<file path="src/rtl/lcar_pkg.sv">
// ============================================================================
// Load cell reader package
// Shared types, codes and constants of the load cell reader and its divider.
// ============================================================================
package lcar_pkg;

    // Default number of data bits clocked out of the converter per reading.
    localparam int unsigned SAMPLE_BITS_DEF = 24;

    // Width of the tare count, which is also the divisor width.
    localparam int unsigned TARE_W = 8;

    // Width of the result value and of the stored offset.
    localparam int unsigned VAL_W = 26;

    localparam logic signed [VAL_W-1:0] VAL_MAX = 26'sh1FFFFFF;
    localparam logic signed [VAL_W-1:0] VAL_MIN = 26'sh2000000;

    // Configuration register reset values.
    localparam logic [1:0]  GAIN_RST    = 2'd1;
    localparam logic [23:0] TIMEOUT_RST = 24'd1000000;

    // Configuration register selects (byte address bit 2).
    localparam logic REG_GAIN    = 1'b0;
    localparam logic REG_TIMEOUT = 1'b1;

    typedef enum logic [1:0] {
        PH_IDLE,
        PH_WAIT,
        PH_HIGH,
        PH_LOW
    } t_phase;

    typedef enum logic [1:0] {
        OP_IDLE,
        OP_READ,
        OP_TARE,
        OP_LOAD
    } t_op;

    localparam logic [1:0] KIND_NONE = 2'd0;
    localparam logic [1:0] KIND_READ = 2'd1;
    localparam logic [1:0] KIND_TARE = 2'd2;

    localparam logic [1:0] STAT_OK        = 2'd0;
    localparam logic [1:0] STAT_TIMEOUT   = 2'd1;
    localparam logic [1:0] STAT_TARE_ZERO = 2'd2;

endpackage

</file>
<file path="src/rtl/load_cell_adc_reader_with_tare.sv">
// ============================================================================
// Load cell converter reader with tare
// Two-wire serial reader of a load cell converter, with offset and tare.
// ============================================================================
// Every input word is one half-period tick of the converter's serial clock.
// The tuser field carries the operation (idle, start read, start tare, load
// offset); tdata carries the sampled data line level, the tare count and the
// offset to load. For every input word exactly one output word comes back:
// the serial clock level to drive for this tick, the busy flag, the kind of
// result finished on this tick (in tuser), the value and a status code.
// An ordinary tick's output word is registered, so a word is accepted every
// cycle while the receiver keeps up and no tare division runs; a new word
// is taken even while the previous output word is being handed over.
// The tick that completes a tare runs the average through a bit-serial
// divider: that word's result is loaded into the output register when the
// divider is done, and no input is taken meanwhile.
// If the receiver stalls, the pending output word holds and input stops
// once the output register is full. Reset returns the sequencer to idle,
// clears the offset and restores gain_pulses to 1 and timeout_ticks to
// 1000000. The configuration port holds gain_pulses at byte address 0 and
// timeout_ticks at byte address 4. Write only while idle; nothing checks it.
// ============================================================================
module load_cell_adc_reader_with_tare
    import lcar_pkg::*;
#(
    parameter int unsigned SAMPLE_BITS = SAMPLE_BITS_DEF
) (
    input  logic        i_clk,
    input  logic        i_rst_n,

    // Input words.
    input  logic        i_s_tvalid,
    output logic        o_s_tready,
    // [0] data_line, [8:1] tare_readings, [33:9] offset_value, [39:34] zero
    input  logic [39:0] i_s_tdata,
    // [1:0] operation
    input  logic [1:0]  i_s_tuser,

    // Output words.
    output logic        o_m_tvalid,
    input  logic        i_m_tready,
    // [0] clock_line, [1] busy_res, [27:2] result_value, [29:28] status,
    // [31:30] zero
    output logic [31:0] o_m_tdata,
    // [1:0] result_kind
    output logic [1:0]  o_m_tuser,

    // Configuration port.
    input  logic        psel,
    input  logic        penable,
    input  logic        pwrite,
    input  logic [2:0]  paddr,
    input  logic [31:0] pwdata,
    output logic [31:0] prdata,
    output logic        pready
);

    // Counter reaches SAMPLE_BITS plus up to three gain pulses.
    localparam int unsigned CW = $clog2(SAMPLE_BITS + 4);
    // Tare sum holds up to 255 full-scale readings.
    localparam int unsigned SW = SAMPLE_BITS + TARE_W;
    // Width that holds a reading minus an offset without overflow.
    localparam int unsigned DW = ((SAMPLE_BITS > VAL_W) ? SAMPLE_BITS : VAL_W) + 2;
    // Width for comparing the tare average with the value limit.
    localparam int unsigned EW = (SW > VAL_W + 1) ? SW : VAL_W + 1;

    localparam logic signed [DW-1:0] D_MAX = DW'(VAL_MAX);
    localparam logic signed [DW-1:0] D_MIN = DW'(VAL_MIN);
    localparam logic [EW-1:0]        E_MAX = EW'(VAL_MAX);

    // ------------------------------------------------------------------
    // Configuration registers
    // ------------------------------------------------------------------
    logic [1:0]  r_gain;
    logic [23:0] r_timeout;

    always_ff @(posedge i_clk) begin
        if (!i_rst_n) begin
            r_gain    <= GAIN_RST;
            r_timeout <= TIMEOUT_RST;
        end else if (psel && penable && pwrite) begin
            unique case (paddr[2])
                REG_GAIN:    r_gain    <= pwdata[1:0];
                REG_TIMEOUT: r_timeout <= pwdata[23:0];
                default:     r_gain    <= r_gain;
            endcase
        end
    end

    // Reads at word-aligned addresses return the register; others read zero.
    always_comb begin
        prdata = '0;
        if (paddr[1:0] == 2'b00) begin
            unique case (paddr[2])
                REG_GAIN:    prdata = {30'd0, r_gain};
                REG_TIMEOUT: prdata = {8'd0, r_timeout};
                default:     prdata = '0;
            endcase
        end
    end

    assign pready = 1'b1;

    // ------------------------------------------------------------------
    // Sequencer state
    // ------------------------------------------------------------------
    t_phase                   r_phase, n_phase;
    logic [CW-1:0]            r_bit_cnt, n_bit_cnt;
    logic [SAMPLE_BITS-1:0]   r_shift, n_shift;
    logic [23:0]              r_wait, n_wait;
    logic [TARE_W-1:0]        r_tare_rem, n_tare_rem;
    logic [TARE_W-1:0]        r_tare_tot, n_tare_tot;
    logic [SW-1:0]            r_sum, n_sum;
    logic signed [VAL_W-1:0]  r_offset, n_offset;
    logic                     r_in_tare, n_in_tare;

    // Output register.
    logic                     r_out_valid, n_out_valid;
    logic                     r_out_clk, n_out_clk;
    logic                     r_out_busy, n_out_busy;
    logic [1:0]               r_out_kind, n_out_kind;
    logic signed [VAL_W-1:0]  r_out_value, n_out_value;
    logic [1:0]               r_out_status, n_out_status;

    // Input word fields.
    t_op                      in_op;
    logic                     in_dl;
    logic [TARE_W-1:0]        in_nread;
    logic [24:0]              in_offset;

    // Divider handshake.
    logic                     div_start;
    logic                     div_busy;
    logic                     div_done;
    logic [SW-1:0]            div_quot;

    // Scratch values of the tick being processed.
    logic                     accept;
    logic [23:0]              wait_inc;
    logic [CW-1:0]            bit_inc;
    logic [SAMPLE_BITS-1:0]   reading;
    logic [TARE_W-1:0]        rem_dec;
    logic signed [DW-1:0]     diff;
    logic [EW-1:0]            quot_ext;
    logic signed [VAL_W-1:0]  avg_sat;
    logic                     tick_clk;
    logic [1:0]               tick_kind;
    logic [1:0]               tick_status;
    logic signed [VAL_W-1:0]  tick_value;

    assign in_op     = t_op'(i_s_tuser[1:0]);
    assign in_dl     = i_s_tdata[0];
    assign in_nread  = i_s_tdata[8:1];
    assign in_offset = i_s_tdata[33:9];

    assign o_s_tready = !div_busy && (!r_out_valid || i_m_tready);
    assign accept     = i_s_tvalid && o_s_tready;

    lcar_div #(
        .WIDTH (SW)
    ) u_div (
        .i_clk      (i_clk),
        .i_rst_n    (i_rst_n),
        .i_start    (div_start),
        .i_dividend (n_sum),
        .i_divisor  (r_tare_tot),
        .o_busy     (div_busy),
        .o_done     (div_done),
        .o_quotient (div_quot)
    );

    // The average is never negative, so only the upper limit applies.
    always_comb begin
        quot_ext = EW'(div_quot);
        if (quot_ext > E_MAX) begin
            avg_sat = VAL_MAX;
        end else begin
            avg_sat = VAL_W'(quot_ext);
        end
    end

    // ------------------------------------------------------------------
    // Next state and tick result
    // ------------------------------------------------------------------
    always_comb begin
        n_phase     = r_phase;
        n_bit_cnt   = r_bit_cnt;
        n_shift     = r_shift;
        n_wait      = r_wait;
        n_tare_rem  = r_tare_rem;
        n_tare_tot  = r_tare_tot;
        n_sum       = r_sum;
        n_offset    = r_offset;
        n_in_tare   = r_in_tare;
        tick_clk    = 1'b0;
        tick_kind   = KIND_NONE;
        tick_status = STAT_OK;
        tick_value  = '0;
        div_start   = 1'b0;
        wait_inc    = r_wait + 24'd1;
        bit_inc     = r_bit_cnt + CW'(1);
        rem_dec     = (r_tare_rem != '0) ? r_tare_rem - TARE_W'(1) : r_tare_rem;
        if (r_bit_cnt < CW'(SAMPLE_BITS)) begin
            n_shift = {r_shift[SAMPLE_BITS-2:0], in_dl};
        end
        // Offset binary: flipping the top bit makes the reading unsigned.
        reading     = n_shift ^ {1'b1, {(SAMPLE_BITS-1){1'b0}}};
        diff        = $signed(DW'(reading)) - DW'(r_offset);
        n_shift     = r_shift;

        if (accept) begin
            unique case (r_phase)
                PH_IDLE: begin
                    unique case (in_op)
                        OP_READ: begin
                            n_in_tare = 1'b0;
                            n_shift   = '0;
                            n_wait    = '0;
                            n_phase   = PH_WAIT;
                        end
                        OP_TARE: begin
                            if (in_nread == '0) begin
                                tick_kind   = KIND_TARE;
                                tick_status = STAT_TARE_ZERO;
                                tick_value  = r_offset;
                            end else begin
                                n_in_tare  = 1'b1;
                                n_tare_rem = in_nread;
                                n_tare_tot = in_nread;
                                n_sum      = '0;
                                n_shift    = '0;
                                n_wait     = '0;
                                n_phase    = PH_WAIT;
                            end
                        end
                        OP_LOAD: begin
                            n_offset = {in_offset[24], in_offset};
                        end
                        default: begin
                            n_phase = r_phase;
                        end
                    endcase
                end
                PH_WAIT: begin
                    // Data ready is signalled by the data line going low.
                    if (!in_dl) begin
                        n_bit_cnt = '0;
                        n_shift   = '0;
                        n_phase   = PH_HIGH;
                    end else begin
                        n_wait = wait_inc;
                        if (wait_inc >= r_timeout) begin
                            tick_kind   = r_in_tare ? KIND_TARE : KIND_READ;
                            tick_status = STAT_TIMEOUT;
                            n_tare_rem  = '0;
                            n_phase     = PH_IDLE;
                        end
                    end
                end
                PH_HIGH: begin
                    tick_clk = 1'b1;
                    n_phase  = PH_LOW;
                end
                PH_LOW: begin
                    // Sample after the falling edge; gain pulses shift nothing.
                    if (r_bit_cnt < CW'(SAMPLE_BITS)) begin
                        n_shift = {r_shift[SAMPLE_BITS-2:0], in_dl};
                    end
                    n_bit_cnt = bit_inc;
                    if (bit_inc < CW'(SAMPLE_BITS) + CW'(r_gain)) begin
                        n_phase = PH_HIGH;
                    end else if (r_in_tare) begin
                        n_sum      = r_sum + SW'(reading);
                        n_tare_rem = rem_dec;
                        if (rem_dec != '0) begin
                            n_wait  = '0;
                            n_phase = PH_WAIT;
                        end else begin
                            // The average goes through the divider; its
                            // result word is loaded when the divider is done.
                            div_start = 1'b1;
                            n_phase   = PH_IDLE;
                        end
                    end else begin
                        tick_kind = KIND_READ;
                        if (diff > D_MAX) begin
                            tick_value = VAL_MAX;
                        end else if (diff < D_MIN) begin
                            tick_value = VAL_MIN;
                        end else begin
                            tick_value = VAL_W'(diff);
                        end
                        n_phase = PH_IDLE;
                    end
                end
                default: begin
                    n_phase = PH_IDLE;
                end
            endcase
        end

        if (div_done) begin
            n_offset = avg_sat;
        end
    end

    // Output register: loaded by an ordinary tick, or by the divider once a
    // tare average is ready; otherwise emptied when the receiver takes it.
    always_comb begin
        n_out_valid  = r_out_valid;
        n_out_clk    = r_out_clk;
        n_out_busy   = r_out_busy;
        n_out_kind   = r_out_kind;
        n_out_value  = r_out_value;
        n_out_status = r_out_status;
        if (accept && !div_start) begin
            n_out_valid  = 1'b1;
            n_out_clk    = tick_clk;
            n_out_busy   = (n_phase != PH_IDLE);
            n_out_kind   = tick_kind;
            n_out_value  = tick_value;
            n_out_status = tick_status;
        end else if (div_done) begin
            n_out_valid  = 1'b1;
            n_out_clk    = 1'b0;
            n_out_busy   = 1'b0;
            n_out_kind   = KIND_TARE;
            n_out_value  = avg_sat;
            n_out_status = STAT_OK;
        end else if (i_m_tready) begin
            n_out_valid  = 1'b0;
        end
    end

    always_ff @(posedge i_clk) begin
        if (!i_rst_n) begin
            r_phase     <= PH_IDLE;
            r_bit_cnt   <= '0;
            r_shift     <= '0;
            r_wait      <= '0;
            r_tare_rem  <= '0;
            r_tare_tot  <= '0;
            r_sum       <= '0;
            r_offset    <= '0;
            r_in_tare   <= 1'b0;
            r_out_valid <= 1'b0;
        end else begin
            r_phase     <= n_phase;
            r_bit_cnt   <= n_bit_cnt;
            r_shift     <= n_shift;
            r_wait      <= n_wait;
            r_tare_rem  <= n_tare_rem;
            r_tare_tot  <= n_tare_tot;
            r_sum       <= n_sum;
            r_offset    <= n_offset;
            r_in_tare   <= n_in_tare;
            r_out_valid <= n_out_valid;
        end
    end

    always_ff @(posedge i_clk) begin
        r_out_clk    <= n_out_clk;
        r_out_busy   <= n_out_busy;
        r_out_kind   <= n_out_kind;
        r_out_value  <= n_out_value;
        r_out_status <= n_out_status;
    end

    assign o_m_tvalid = r_out_valid;
    assign o_m_tdata  = {2'b00, r_out_status, r_out_value, r_out_busy, r_out_clk};
    assign o_m_tuser  = r_out_kind;

    // ------------------------------------------------------------------
    // Assertions
    // ------------------------------------------------------------------
    // While the tare average is being computed the sequencer rests in idle
    // and no input word is taken.
    a_div_idle: assert property (@(posedge i_clk) disable iff (!i_rst_n)
        div_busy |-> (r_phase == PH_IDLE) && !o_s_tready)
        else $error("input taken or sequencer active during tare division");

    // A word that finishes nothing carries a zero value and an ok status.
    a_none_clean: assert property (@(posedge i_clk) disable iff (!i_rst_n)
        (r_out_valid && (r_out_kind == KIND_NONE)) |->
            (r_out_value == '0) && (r_out_status == STAT_OK))
        else $error("empty result word carries a value or status");

    // The clock pin is high only on a tick taken in the high phase.
    a_clk_phase: assert property (@(posedge i_clk) disable iff (!i_rst_n)
        (accept && !div_start && (r_phase != PH_HIGH)) |=> !r_out_clk)
        else $error("serial clock driven high outside the high phase");

    // The bit counter never runs past the data bits and gain pulses.
    a_bit_range: assert property (@(posedge i_clk) disable iff (!i_rst_n)
        r_bit_cnt <= CW'(SAMPLE_BITS + 3))
        else $error("bit counter out of range");

    // A finished divider always hands a word to an empty output register.
    a_div_out: assert property (@(posedge i_clk) disable iff (!i_rst_n)
        div_done |-> !r_out_valid)
        else $error("tare result would overwrite a pending word");

endmodule

</file>
<file path="src/rtl/lcar_div.sv">
// ============================================================================
// Load cell reader divider
// Bit-serial restoring divider of an unsigned sum by an unsigned tare count.
// ============================================================================
module lcar_div
    import lcar_pkg::*;
#(
    parameter int unsigned WIDTH = SAMPLE_BITS_DEF + TARE_W
) (
    input  logic              i_clk,
    input  logic              i_rst_n,
    input  logic              i_start,
    input  logic [WIDTH-1:0]  i_dividend,
    input  logic [TARE_W-1:0] i_divisor,
    output logic              o_busy,
    output logic              o_done,
    output logic [WIDTH-1:0]  o_quotient
);

    localparam int unsigned CNT_W = $clog2(WIDTH);

    logic              r_busy;
    logic              r_done;
    logic [CNT_W-1:0]  r_cnt;
    logic [WIDTH-1:0]  r_acc;
    logic [TARE_W-1:0] r_rem;
    logic [TARE_W-1:0] r_div;

    logic [TARE_W:0]   trial;
    logic              q_bit;
    logic [TARE_W-1:0] n_rem;

    // One quotient bit per cycle: the partial remainder takes the next
    // dividend bit and the divisor is subtracted when it fits.
    always_comb begin
        trial = {r_rem, r_acc[WIDTH-1]};
        q_bit = (trial >= {1'b0, r_div});
        if (q_bit) begin
            n_rem = TARE_W'(trial - {1'b0, r_div});
        end else begin
            n_rem = trial[TARE_W-1:0];
        end
    end

    always_ff @(posedge i_clk) begin
        if (!i_rst_n) begin
            r_busy <= 1'b0;
            r_done <= 1'b0;
            r_cnt  <= '0;
        end else begin
            r_done <= 1'b0;
            if (i_start) begin
                r_busy <= 1'b1;
                r_cnt  <= '0;
            end else if (r_busy) begin
                r_cnt <= r_cnt + CNT_W'(1);
                if (r_cnt == CNT_W'(WIDTH - 1)) begin
                    r_busy <= 1'b0;
                    r_done <= 1'b1;
                end
            end
        end
    end

    always_ff @(posedge i_clk) begin
        if (i_start) begin
            r_acc <= i_dividend;
            r_rem <= '0;
            r_div <= i_divisor;
        end else if (r_busy) begin
            r_acc <= {r_acc[WIDTH-2:0], q_bit};
            r_rem <= n_rem;
        end
    end

    assign o_busy     = r_busy | r_done;
    assign o_done     = r_done;
    assign o_quotient = r_acc;

endmodule
</file>
<file path="config.mk">
export PLATFORM = sky130hd
export DESIGN_NAME = load_cell_adc_reader_with_tare
export DESIGN_NICKNAME = d
export VERILOG_FILES = /design/src/rtl/lcar_pkg.sv /design/src/rtl/load_cell_adc_reader_with_tare.sv /design/src/rtl/lcar_div.sv
export SDC_FILE = /design/constraint.sdc
export NUM_CORES = 1
export LEC_CHECK = 0
export BUFFER_PORTS_ARGS = -buffer_cell sky130_fd_sc_hd__buf_2
export CORE_MARGIN = 1.5
export CORE_UTILIZATION = 30
export DETAILED_ROUTE_END_ITERATION = 12
export HOLD_SLACK_MARGIN = 0.05
export PLACE_DENSITY_LB_ADDON = 0.08
export SLEW_MARGIN = 20
export SYNTH_ARGS = -nofsm -noshare
export SYNTH_HDL_FRONTEND = slang
export SYNTH_SLANG_ARGS = --single-unit
</file>
<file path="constraint.sdc">
create_clock -name i_clk -period 7.87 [get_ports i_clk]
set_input_delay 1.1805 -clock i_clk [delete_from_list [all_inputs] [get_ports i_clk]]
set_output_delay 1.1805 -clock i_clk [all_outputs]
set_load 0.01 [all_outputs]
</file>
==> qor.txt <==
Outcome: finished, final reports clean
Sequential fraction of the synthesis area: 0.365
Min Clock Period, post-route: 4760 ps
Max-capacitance violation count: 0
Final Util: 0.349
Detail Route Antenna Nets: 0
# rows: 82
Reg-to-Reg End: r_out_value[19]
Bufs on Longest Clock Path: 3
Number of hold buffers added after CTS: 0
Initial antenna violation count: 3
Register share of total power: 0.414
Slew at the pin with the worst max-slew slack: 1100 ps
Cts repair resizes: 0
Congestion Overflow GR: 0
Vias in the first global route: 13,400
First-pass GRT wire length: 78.5 mm
Psw: 880 uW
Hold EP: u_div.r_div[0]
Peak Freq: 210 MHz
Drt wl/cell: 19.6 um
Initial Util: 0.305
R2R Setup Slk: 3110 ps
Core area: 50,400 um2
Crit start category: flip-flop
Post-CTS Setup Bufs: 0
Hold path depth: 0
Unique cell type count in the Yosys netlist: 90
Pwr/cell area: 186 nW/um2
Maximum VDD drop: 0.000167 V
Initial DRC Count: 705
Worst-Skew Late Latency: 600 ps
Max Slew Vio Count: 0
Worst EP arrival: 4980 ps
Nets: 2,117
Setup TNS: 0 ps
Chip width: 229 um
Setup violators final: 0
Share of cells above drive strength 1: 0.134
HP Start: r_tare_tot[0]
Combinational group share of total power: 0.125
Main synth FF type: dfxtp_1
Mean Syn Cell Area: 8.23 um2
Largest cells by area after synthesis: dfxtp_1, edfxtp_1, ha_1
Yosys top cell area share: 0.224
CTS tree: built
Post-route cell area: 17,600 um2
IO buf count: 127
EDFF count, synth: 72
Final WS setup: 3110 ps
Post-synthesis to final-layout area growth: 14.3%
Final number of hold-violating endpoints: 0
Setup WS pre-CTS: 2710 ps
Critical Path Sink Type: flip-flop
Static leakage: 0.00689 uW
DRC viols: 0
Vias post-DR: 13,800
Pin count of the biggest net entering global routing: 76
Post-Syn Instances: 1,867
RSZ-0062 raised after global routing: no
Max Fanout on Critical Path: 24
Die area: 52,600 um2
Synth Register Bits: 244
Post-synth ARST share: 0
Most numerous cell in the Yosys netlist: nand2_1
Routed WL: 51.5 mm
Htree depth: 1
Ant diodes: 0
Worst Skew: 8.82 ps
Worst hold path type: flip-flop to flip-flop
Synth Cell Area: 15,400 um2
Yosys warns: 0
HPWL after DPL: 36.1 mm
Area leader, netlist: dfxtp_1
Reg-to-reg startpoint: r_bit_cnt[4]
Gpl congestion: 0.874
Number of CTS-inserted buffers: 31
Clk Tree Root Cell: clkbuf_16
Num Clock Sinks: 244
Clk network pwr share: 0.461
Total Routing Usage GR: 0.190
CP Data Required Time: 8080 ps
Pwr Total: 3260 uW
Most frequent cells after synthesis: nand2_1, a21oi_1, dfxtp_1
DR vias/cell: 5.26
Crit path kind: flip-flop to flip-flop
Switching Share: 0.270
Worst-path clk slew: 60 ps
Fin crit share: 0.605
Detailed Routing Iterations Pass 1: 5
Rel. slew slack: 0.265
R2R depth: 14
Die Y: 229 um
Int Power: 2380 uW
DP Area: 16,500 um2
IO Count: 153
layout by cell type (no fill, tap or decap), types with 18 or more instances in the layout:
| master | instances |
|---|---|
| a21o_1 | 21 |
| a21oi_1 | 185 |
| a31oi_1 | 32 |
| and2_1 | 37 |
| and3_1 | 20 |
| buf_2 | 127 |
| buf_4 | 18 |
| clkbuf_16 | 31 |
| dfxtp_1 | 172 |
| edfxtp_1 | 72 |
| ha_1 | 92 |
| inv_1 | 82 |
| mux2_2 | 33 |
| mux2i_1 | 20 |
| nand2_1 | 249 |
| nand3_1 | 84 |
| nor2_1 | 128 |
| nor3_1 | 49 |
| o211ai_1 | 21 |
| o21a_1 | 18 |
| o21ai_0 | 128 |
| o221ai_1 | 20 |
| xnor2_1 | 38 |
| xor2_1 | 33 |
critical path: stages, from the launching register on:
cell and delay [ps]:
dfxtp_1 340, nand2_1 110, buf_4 360, mux2_2 410, inv_1 110, ha_1 180, inv_1 60, fa_1 420
a211oi_1 450, o21ai_0 200, nand2_1 150, nor3_1 100, nor2_1 150, a211o_1 880, o221ai_1 470
power groups by stage:
| stage | logic [uW] | clock network, uW | registers [uW] |
|---|---|---|---|
| final | 408 | 1500 | 1350 |
| after global routing | 448 | 1590 | 1350 |
| after CTS | 409 | 1550 | 1350 |
| after detailed placement | 407 | 0 | 1380 |
| after global placement | 405 | 0 | 1380 |
| after floorplan | 276 | 0 | 1370 |
worst max-delay path by stage:
stage               slack, ps                   end         start
floorplan                4100  u_div.o_quotient[26]  i_s_tdata[0]
global placement         2710       r_out_value[19]  i_s_tdata[0]
detailed placement       2710       r_out_value[19]  i_s_tdata[0]
CTS                      3090       r_out_value[19]  r_bit_cnt[4]
global route             2910       r_out_value[19]  r_bit_cnt[4]
finish                   3110       r_out_value[19]  r_bit_cnt[4]
sequential cells by signal (all words and copies together), names as in the netlist, 2 cells and up:
signal and count:
r_tare_rem 8, r_wait 24, r_out_value 26, r_sum 32, o_m_tuser 2, u_div.r_rem 8, r_timeout 24, u_div.r_div 8
r_bit_cnt 5, r_tare_tot 8, r_phase 2, r_out_status 2, r_shift 24, r_offset 26, r_gain 2, u_div.r_cnt 5
u_div.o_quotient 32
final cells by class:
type	instances	area, um2
Multi-Input combinational cell	1431	8960
Timing Repair Buffer	145	771
Clock buffer	46	892
Sequential cell	244	5610
Clock inverter	12	171
Tap cell	672	841
Fill cell	5311	32800
Inverter	83	314
logic make-up (layout without fill, tap and decap cells):
group,Yosys count,in the layout,share of synthesized area
multiplexers,53,53,0.0372
AO/OA/AOI/OAI,526,526,0.211
adder cells (fa/ha/maj),97,97,0.0805
flip-flops,244,244,0.365
AND/OR/NAND/NOR,673,673,0.210
other,2,11,0.000489
XOR/XNOR,71,71,0.0405
buffers and inverters,201,286,0.0554
metal layers:
layer	up-vias	share of wire	global-route usage
li1	6812	-	-
met1	6627	0.46	0.252
met2	310	0.46	0.317
met3	86	0.038	0.0249
met4	6	0.033	0.0644
met5	-	0.00066	0
metrics by stage:
step / instances / hold WS, ps
after floorplan: 1876 / 408
after global routing: 2633 / 436
after CTS: 2632 / 431
after detailed placement: 2574 / 417
after global placement: 2574 / 415
final: 2633 / 429
No activity file was read; power rests on OpenSTA's default activity.
